`config.mk`:
```
export PLATFORM = sky130hd
export DESIGN_NAME = bpa_ctrl
export DESIGN_NICKNAME = d
export VERILOG_FILES = /design/src/design/bpa_pkg.sv /design/src/design/bpa_ctrl.sv
export SDC_FILE = /design/constraint.sdc
export NUM_CORES = 1
export LEC_CHECK = 0
export BUFFER_PORTS_ARGS = -buffer_cell sky130_fd_sc_hd__buf_4
export CORE_AREA = 10 10 47 49
export DETAILED_ROUTE_END_ITERATION = 8
export DIE_AREA = 0 0 57 59
export PLACE_DENSITY_LB_ADDON = 0.12
export SYNTH_ARGS = -nofsm -noshare
export SYNTH_HDL_FRONTEND = slang
export SYNTH_SLANG_ARGS = --single-unit
```
`constraint.sdc`:
```
create_clock -name clk -period 2.9 [get_ports clk]
set_input_delay 0.435 -clock clk [delete_from_list [all_inputs] [get_ports clk]]
set_output_delay 0.435 -clock clk [all_outputs]
set_load 0.05 [all_outputs]
```
`src/design/bpa_pkg.sv`:
```
// Shared types, constants and helper functions for the buddy page allocator.
// Used by bpa_ctrl, bpa_datapath and buddy_page_allocator_unit; depends on nothing.
package bpa_pkg;

    // Geometry of the managed page space.
    localparam int MAX_ORDER = 12;
    localparam int NPAGES    = 1 << MAX_ORDER;
    localparam int PAGE_W    = MAX_ORDER;
    localparam int LINK_W    = MAX_ORDER + 1;
    localparam int ORD_W     = 4;

    // List terminator: any link with the top bit set ends a list.
    localparam logic [LINK_W-1:0] EMPTY_MARK = LINK_W'(16'hFFFF);

    // Operation codes.
    localparam logic OP_ALLOC = 1'b0;
    localparam logic OP_FREE  = 1'b1;

    // Controller states, also used as datapath step commands.
    localparam int ST_W = 4;
    localparam logic [ST_W-1:0] ST_SWEEP   = 4'd0;
    localparam logic [ST_W-1:0] ST_IDLE    = 4'd1;
    localparam logic [ST_W-1:0] ST_DECODE  = 4'd2;
    localparam logic [ST_W-1:0] ST_A_POP   = 4'd3;
    localparam logic [ST_W-1:0] ST_A_SPLIT = 4'd4;
    localparam logic [ST_W-1:0] ST_F_CHK   = 4'd5;
    localparam logic [ST_W-1:0] ST_F_BUD   = 4'd6;
    localparam logic [ST_W-1:0] ST_F_BCHK  = 4'd7;
    localparam logic [ST_W-1:0] ST_U_RD    = 4'd8;
    localparam logic [ST_W-1:0] ST_U_CMP   = 4'd9;
    localparam logic [ST_W-1:0] ST_F_MERGE = 4'd10;
    localparam logic [ST_W-1:0] ST_F_PUSH  = 4'd11;
    localparam logic [ST_W-1:0] ST_FINISH  = 4'd12;

    // Request beat.
    typedef struct packed {
        logic              op;
        logic [12:0]       request_pages;
        logic [11:0]       page_index;
    } req_t;

    // Response beat.
    typedef struct packed {
        logic              status;
        logic [11:0]       block_index;
        logic [3:0]        granted_order;
    } rsp_t;

    // Command from the controller to the datapath.
    typedef struct packed {
        logic [ST_W-1:0]   step;
        logic              accept;
    } cmd_t;

    // Status from the datapath to the controller.
    typedef struct packed {
        logic              sweep_done;
        logic              is_free_op;
        logic              alloc_fail;
        logic              free_skip;
        logic              at_target;
        logic              next_target;
        logic              page_free;
        logic              ord_top;
        logic              bud_out;
        logic              bud_match;
        logic              walk_stop;
        logic              walk_hit;
        logic              out_busy;
    } sts_t;

    // Smallest order whose block covers req pages (req is at least 1 when used).
    function automatic logic [ORD_W-1:0] ceil_order(input logic [LINK_W-1:0] req);
        logic [LINK_W-1:0] v;
        logic [ORD_W-1:0]  r;
        v = req - LINK_W'(1);
        r = '0;
        for (int i = 0; i < LINK_W; i++) begin
            if (v[i]) begin
                r = ORD_W'(i + 1);
            end
        end
        return r;
    endfunction

    // Position of the highest set bit.
    function automatic logic [ORD_W-1:0] floor_order(input logic [LINK_W-1:0] v);
        logic [ORD_W-1:0] r;
        r = '0;
        for (int i = 0; i < LINK_W; i++) begin
            if (v[i]) begin
                r = ORD_W'(i);
            end
        end
        return r;
    endfunction

endpackage

```
`src/design/bpa_ctrl.sv`:
```
// Sequencing state machine of the buddy page allocator.
// Depends on bpa_pkg for state codes and the command and status structs.
module bpa_ctrl (
    input  logic           clk,
    input  logic           rst_n,
    input  logic           cfg_we,
    input  logic           req_valid,
    output logic           req_stall,
    output bpa_pkg::cmd_t  cmd,
    input  bpa_pkg::sts_t  sts
);

    logic [bpa_pkg::ST_W-1:0] state_reg;
    logic [bpa_pkg::ST_W-1:0] state_next;

    // Next-state logic.
    always_comb
    begin
        state_next = state_reg;
        case (state_reg)
            bpa_pkg::ST_SWEEP:
            begin
                if (sts.sweep_done) state_next = bpa_pkg::ST_IDLE;
            end
            bpa_pkg::ST_IDLE:
            begin
                if (req_valid) state_next = bpa_pkg::ST_DECODE;
            end
            bpa_pkg::ST_DECODE:
            begin
                if (sts.is_free_op) begin
                    state_next = sts.free_skip ? bpa_pkg::ST_FINISH : bpa_pkg::ST_F_CHK;
                end else begin
                    state_next = sts.alloc_fail ? bpa_pkg::ST_FINISH : bpa_pkg::ST_A_POP;
                end
            end
            bpa_pkg::ST_A_POP:
            begin
                state_next = sts.at_target ? bpa_pkg::ST_FINISH : bpa_pkg::ST_A_SPLIT;
            end
            bpa_pkg::ST_A_SPLIT:
            begin
                if (sts.next_target) state_next = bpa_pkg::ST_FINISH;
            end
            bpa_pkg::ST_F_CHK:
            begin
                state_next = sts.page_free ? bpa_pkg::ST_FINISH : bpa_pkg::ST_F_BUD;
            end
            bpa_pkg::ST_F_BUD:
            begin
                if (sts.ord_top || sts.bud_out) state_next = bpa_pkg::ST_F_PUSH;
                else                            state_next = bpa_pkg::ST_F_BCHK;
            end
            bpa_pkg::ST_F_BCHK:
            begin
                state_next = sts.bud_match ? bpa_pkg::ST_U_RD : bpa_pkg::ST_F_PUSH;
            end
            bpa_pkg::ST_U_RD:
            begin
                state_next = sts.walk_stop ? bpa_pkg::ST_F_MERGE : bpa_pkg::ST_U_CMP;
            end
            bpa_pkg::ST_U_CMP:
            begin
                state_next = sts.walk_hit ? bpa_pkg::ST_F_MERGE : bpa_pkg::ST_U_RD;
            end
            bpa_pkg::ST_F_MERGE:
            begin
                state_next = bpa_pkg::ST_F_BUD;
            end
            bpa_pkg::ST_F_PUSH:
            begin
                state_next = bpa_pkg::ST_FINISH;
            end
            bpa_pkg::ST_FINISH:
            begin
                if (!sts.out_busy) state_next = bpa_pkg::ST_IDLE;
            end
            default:
            begin
                state_next = bpa_pkg::ST_SWEEP;
            end
        endcase
        // A page_total write restarts the rebuild sweep.
        if (cfg_we) state_next = bpa_pkg::ST_SWEEP;
    end

    // State register.
    always_ff @(posedge clk or negedge rst_n)
    begin
        if (!rst_n) state_reg <= bpa_pkg::ST_SWEEP;
        else        state_reg <= state_next;
    end

    // Commands and the request handshake.
    assign req_stall  = (state_reg != bpa_pkg::ST_IDLE);
    assign cmd.step   = state_reg;
    assign cmd.accept = (state_reg == bpa_pkg::ST_IDLE) && req_valid;

endmodule

```
==> results_dict.tcl, run 1 <==
set metrics [dict create \
    status "finished clean" \
    tns_ns 0 \
    io_buffers 22 \
    drc_errors 0 \
    die_width_um 57 \
    drt_wl_total_mm 1.54 \
    numCtsBuffers 3 \
    layout.nets 104 \
    grt_max_degree 18 \
    grt-ovfl-total 0 \
    maxCapViolations 0 \
    rsz0062_at_grt "false" \
    layout_min_cycle_time_ns 2.14 \
    power.ir.vdd_worst_mv 0.486 \
    largest_reg_flops 4 \
    clock_path_buffers 2 \
    gp_congestion 0.824 \
    cts_htree_levels 1 \
    ys_types 35 \
    start_kind "flop" \
    endpoint_kind "output pin" \
    path_max_fanout 17 \
    synth_nets 80 \
    stdcell_count 101 \
    io-pin-count 23 \
    wl_per_cell_um 15.2 \
    setup_viol 0 \
    initial_core_util_pct 34.5 \
    die_h_um 59 \
    dieArea_um2 3360 \
    hold_violations 0 \
    synth_mux_area_share_pct 4.40 \
    drt_iter0_markers 8 \
    finalCritPeriodShare_pct 74.0 \
    power.density_nw_per_um2 844 \
    whs_ns 0.404 \
    placementRows 14 \
    groute.usage.overall_pct 8.70 \
    cts.sinks 4 \
    dpl.cell_count 97 \
    yosys.area_share.simple_pct 33.7 \
    grt_pass1_vias 548 \
    antenna_found_initial 0 \
    fmax_mhz 466 \
    synth_ff_type "dfrtp_1" \
    syn_inst 63 \
    hpwl_mm 1.19 \
    synth_xor_area_share_pct 0 \
    maxSlewViolCount 0 \
    synthToLayoutAreaGrowth_pct 39.9 \
    crit_required_ns 2.47 \
    min_path_type "primary input to flop" \
    first_pass_iters 4 \
    core_um2 1400 \
    synth_compound_area_share_pct 32.9 \
    worst_pin_slew_ns 0.504 \
    synth-edff-count 0 \
    path_clk_slew_ns 0.03 \
    grt_pass1_wl_mm 2.42 \
    cts_tree "yes" \
    synthArstFlopShare_pct 100 \
    synth_top_family_by_area "simple AND/OR/NAND/NOR gates" \
    ant_nets 0 \
    num_vias 583 \
    worstSkewPairLatency_ns 0.23 \
    root_buffer "clkbuf_4" \
    ys_ff_latch 4 \
    yosys_warnings 0 \
    viasPerCell 5.77 \
    avgSynthCellArea_um2 7.67 \
    synth_area_um2 483 \
    skew_ns 0.00172 \
    antenna_cells_inserted 0 \
    p_leak_uw 0.000300 \
    drive_gt1_share_pct 36.5 \
    relSlewSlack_pct 66.4 \
    cp.arrival_ns 1.71 \
    crit_type "flop to output pin" \
    cts_resized 0 \
    synth_fa_ha_area_share_pct 0 \
    yosysSeqAreaShare_pct 20.7 \
]
-- Yosys cell counts (all sizes together) (2+ instances only) --
cell type | n | area [um^2]
a21oi | 8 | 40.0
a31oi | 2 | 12.5
buf | 3 | 21.3
dfrtp | 4 | 100
inv | 4 | 15.0
nand2 | 2 | 7.51
nand2b | 2 | 12.5
nor2 | 7 | 26.3
nor4 | 2 | 12.5
nor4b | 2 | 17.5
o21ai | 3 | 15.0
or2 | 2 | 12.5
-- path summary, 6_finish.rpt --
check / cells past startpoint / endpoint / slack [ns] / from
worst max-delay path: 3 / cmd[0] / 0.76 / state_reg[2]
worst min-delay path: 2 / state_reg[2] / 0.40 / cfg_we
worst max register to register: 4 / state_reg[0] / 1.21 / state_reg[2]
worst min register to register: 2 / state_reg[2] / 0.82 / state_reg[2]
max in group asynchronous: 2 / state_reg[0] / 2.24 / rst_n
min in group asynchronous: 2 / state_reg[2] / 0.55 / rst_n
-- timing repair --
action | CTS | global route
buffers inserted | 0 | 0
hold buffers | 1 | 0
endpoints found under the hold margin | 4 | 0
-- cell families after synthesis --
kind of cell | count (synthesis)
and+or+nand+nor | 26
AOI/OAI and AO/OA | 23
muxes | 2
buffers and inverters | 8
DFF | 4
-- power by group --
part           internal (uW)  switching (uW)
logic                    150             213
clock network           46.0            19.3
registers               72.3            69.7
-- area by class of cell --
type | count | area (um^2)
fill | 163 | 726
multi-input combinational | 51 | 343
timing repair buffer | 23 | 175
sequential | 4 | 100
clock buffer | 3 | 22.5
tap | 16 | 20.0
inverter | 4 | 15.0
-- critical path, cell delays in order, from the launching register on --
cell and delay (ns):
dfrtp_1 0.55, or4b_4 0.63, nor2_1 0.10, buf_4 0.20
-- per-stage QoR --
step | worst slack [ns] | total power (uW) | util, % | cell area, um^2
final | 0.755 | 570 | 48.2 | 676
after global routing | 0.671 | 620 | 48.2 | 676
after CTS | 0.744 | 574 | 48.2 | 676
after detailed placement | 0.997 | 503 | 45.9 | 643
after global placement | 1.02 | 507 | 45.9 | 643
after floorplan | 0.432 | 409 | - | 483
-- routing by layer --
metal / GRT usage [%] / vias up / wire length, um
li1: - / 288 / -
met1: 10.6 / 270 / 636
met2: 11.9 / 23 / 714
met3: 5.58 / 2 / 173
met4: 3.02 / 0 / 14
met5: 0 / - / 0
-- layout by cell type, fill, tap and decap left out, drive strengths merged, types with 2 or more instances in the layout --
master,Yosys,layout
a21oi,8,8
a31oi,2,2
buf,3,22
clkbuf,1,3
dfrtp,4,4
inv,4,4
nand2,2,2
nand2b,2,2
nor2,7,7
nor4,2,2
nor4b,2,2
o21ai,3,3
or2,2,2
(Power assumes the default switching activity.)
==> run 2, diff against run 1 <==
- clock period: 2.9 -> 2 ns (I/O delays scaled with it)
==> run 2 against run 1 <==
First-iteration DRC count is 38% higher. Die area unchanged. Worst hold slack lost 0.15 ns. Utilization up 2.7 points. Count of clock-buffer cells in the layout stayed put. Via count up 1.4%. Clock skew rose by 0.0037 ns. Flip-flop and latch count is the same. Sequential share of layout area fell by 0.78 points. Final area is 5.6% higher. Critical path type unchanged. Largest power group unchanged.
==> results_dict.tcl, run 2 (same netlist as run 1, synthesis figures left out) <==
set metrics [dict create \
    critical_path.slowest_cell "or4b_4" \
    max_stage_delay_ns 0.60 \
    io_buffers 22 \
    path_clk_slew_ns 0.04 \
    io-pin-count 23 \
    final_common_cell "buf_4" \
    grt_pass1_vias 597 \
    grt_pass1_wl_mm 2.60 \
    initial_core_util_pct 34.5 \
    hpwl_mm 1.28 \
    rsz0062_at_grt "false" \
    finalCritPeriodShare_pct 93.6 \
    die_width_um 57 \
    dieArea_um2 3360 \
    antenna_found_initial 0 \
    num_vias 591 \
    tns_ns 0 \
    power_switching_uw 461 \
    largest_reg_flops 4 \
    min_path_cells 2 \
    crit_required_ns 1.70 \
    cts.sinks 4 \
    drt_iter0_markers 11 \
    seqPwrFrac_pct 15.8 \
    die_h_um 59 \
    layout.nets 108 \
    cts_setup_buffers 0 \
    grt_max_degree 16 \
    core_um2 1400 \
    comb_power_share_pct 72.6 \
    cts_htree_levels 1 \
    fmax_mhz 534 \
    drc_errors 0 \
    grt-ovfl-total 0 \
    numCtsBuffers 3 \
    drt_wl_total_mm 1.61 \
    min_path_type "primary input to flop" \
    endpoint_kind "output pin" \
    groute.usage.overall_pct 9.60 \
    hold_violations 0 \
    crit_type "flop to output pin" \
    path_max_fanout 7 \
    cp.arrival_ns 1.57 \
    skew_ns 0.00543 \
    root_buffer "clkbuf_4" \
    layout_min_cycle_time_ns 1.87 \
    power.share.clock_pct 11.6 \
    fin_ws_ns 0.127 \
    antenna_cells_inserted 0 \
    cts_tree "yes" \
    wl_per_cell_um 15.4 \
    maxCapViolations 0 \
    power.ir.vdd_worst_mv 0.386 \
    maxSlewViolCount 0 \
    start_kind "flop" \
    p_leak_uw 0.000322 \
    drive_gt1_share_pct 40.4 \
    path_cells "or4b_4, nor2_4, buf_4" \
    pre_cts_ws_ns 0.380 \
    status "finished clean" \
    fill_cells 158 \
    setup_viol 0 \
    first_pass_iters 4 \
    relSlewSlack_pct 76.9 \
    reg2reg_depth 4 \
    intPower_uw 424 \
    viasPerCell 5.63 \
    synthToLayoutAreaGrowth_pct 47.7 \
    placementRows 14 \
    clock_path_buffers 2 \
    switching_share_pct 52.1 \
    ant_nets 0 \
    worst_pin_slew_ns 0.342 \
    gp_congestion 0.852 \
    worstSkewPairLatency_ns 0.24 \
    layout_common_cells "buf_4 (26), a21oi_1 (8), nor2_1 (6)" \
    power.density_nw_per_um2 1240 \
]
==> run 2: layout make-up <==
type / instances / area (um^2) / share of cell area, %
multi-input combinational: 51 / 350 / 49.1
timing repair buffer: 27 / 205 / 28.8
sequential: 4 / 100 / 14.0
clock buffer: 3 / 22.5 / 3.16
tap: 16 / 20.0 / 2.81
inverter: 4 / 15.0 / 2.11
==> run 2: per-stage QoR <==
| stage | utilization, % | cell area (um^2) | cells | power, uW | hold slack [ns] |
|---|---|---|---|---|---|
| floorplan | - | 490 | 63 | 601 | 0.00441 |
| detailed placement | 48.6 | 681 | 101 | 781 | 0.0997 |
| finish | 50.9 | 713 | 105 | 885 | 0.259 |
| global route | 50.9 | 713 | 105 | 946 | 0.258 |
| global placement | 48.6 | 681 | 101 | 785 | 0.100 |
| CTS | 50.9 | 713 | 105 | 889 | 0.250 |
==> run 2: power groups by stage <==
stage / clock (uW) / sequential, uW / combinational (uW)
after detailed placement: 0 / 142 / 639
final: 102 / 140 / 642
after global placement: 0 / 142 / 643
after floorplan: 0 / 225 / 376
after global routing: 109 / 147 / 689
after CTS: 105 / 141 / 642
==> run 2: what timing repair did <==
item,CTS,global route
hold endpoints to repair,4,0
gates resized for setup,0,0
hold buffers,1,0
==> run 2: per-layer routing <==
metal	wire, um	track usage [%]	share of wire [%]	vias up
met5	0	0	0	-
met4	27	7.72	1.7	0
met3	153	4.72	9.5	4
met2	750	14.9	46	22
met1	683	9.65	42	268
li1	-	-	-	297
==> run 2: final timing paths <==
kind	startpoint	endpoint	slack, ns
setup / recovery	state_reg[2]	cmd[0]	0.13
setup reg to reg	state_reg[2]	state_reg[1]	0.42
hold / removal	cfg_we	state_reg[2]	0.26
max in group asynchronous	rst_n	state_reg[3]	1.50
hold reg to reg	state_reg[3]	state_reg[0]	0.76
min in group asynchronous	rst_n	state_reg[2]	0.40
==> run 2: worst max-delay path, delay by kind of cell, from the launching register on <==
family / cells / cell delay [ns]
buffers and inverters: 1 / 0.19
and+or+nand+nor: 2 / 0.69
DFF: 1 / 0.45
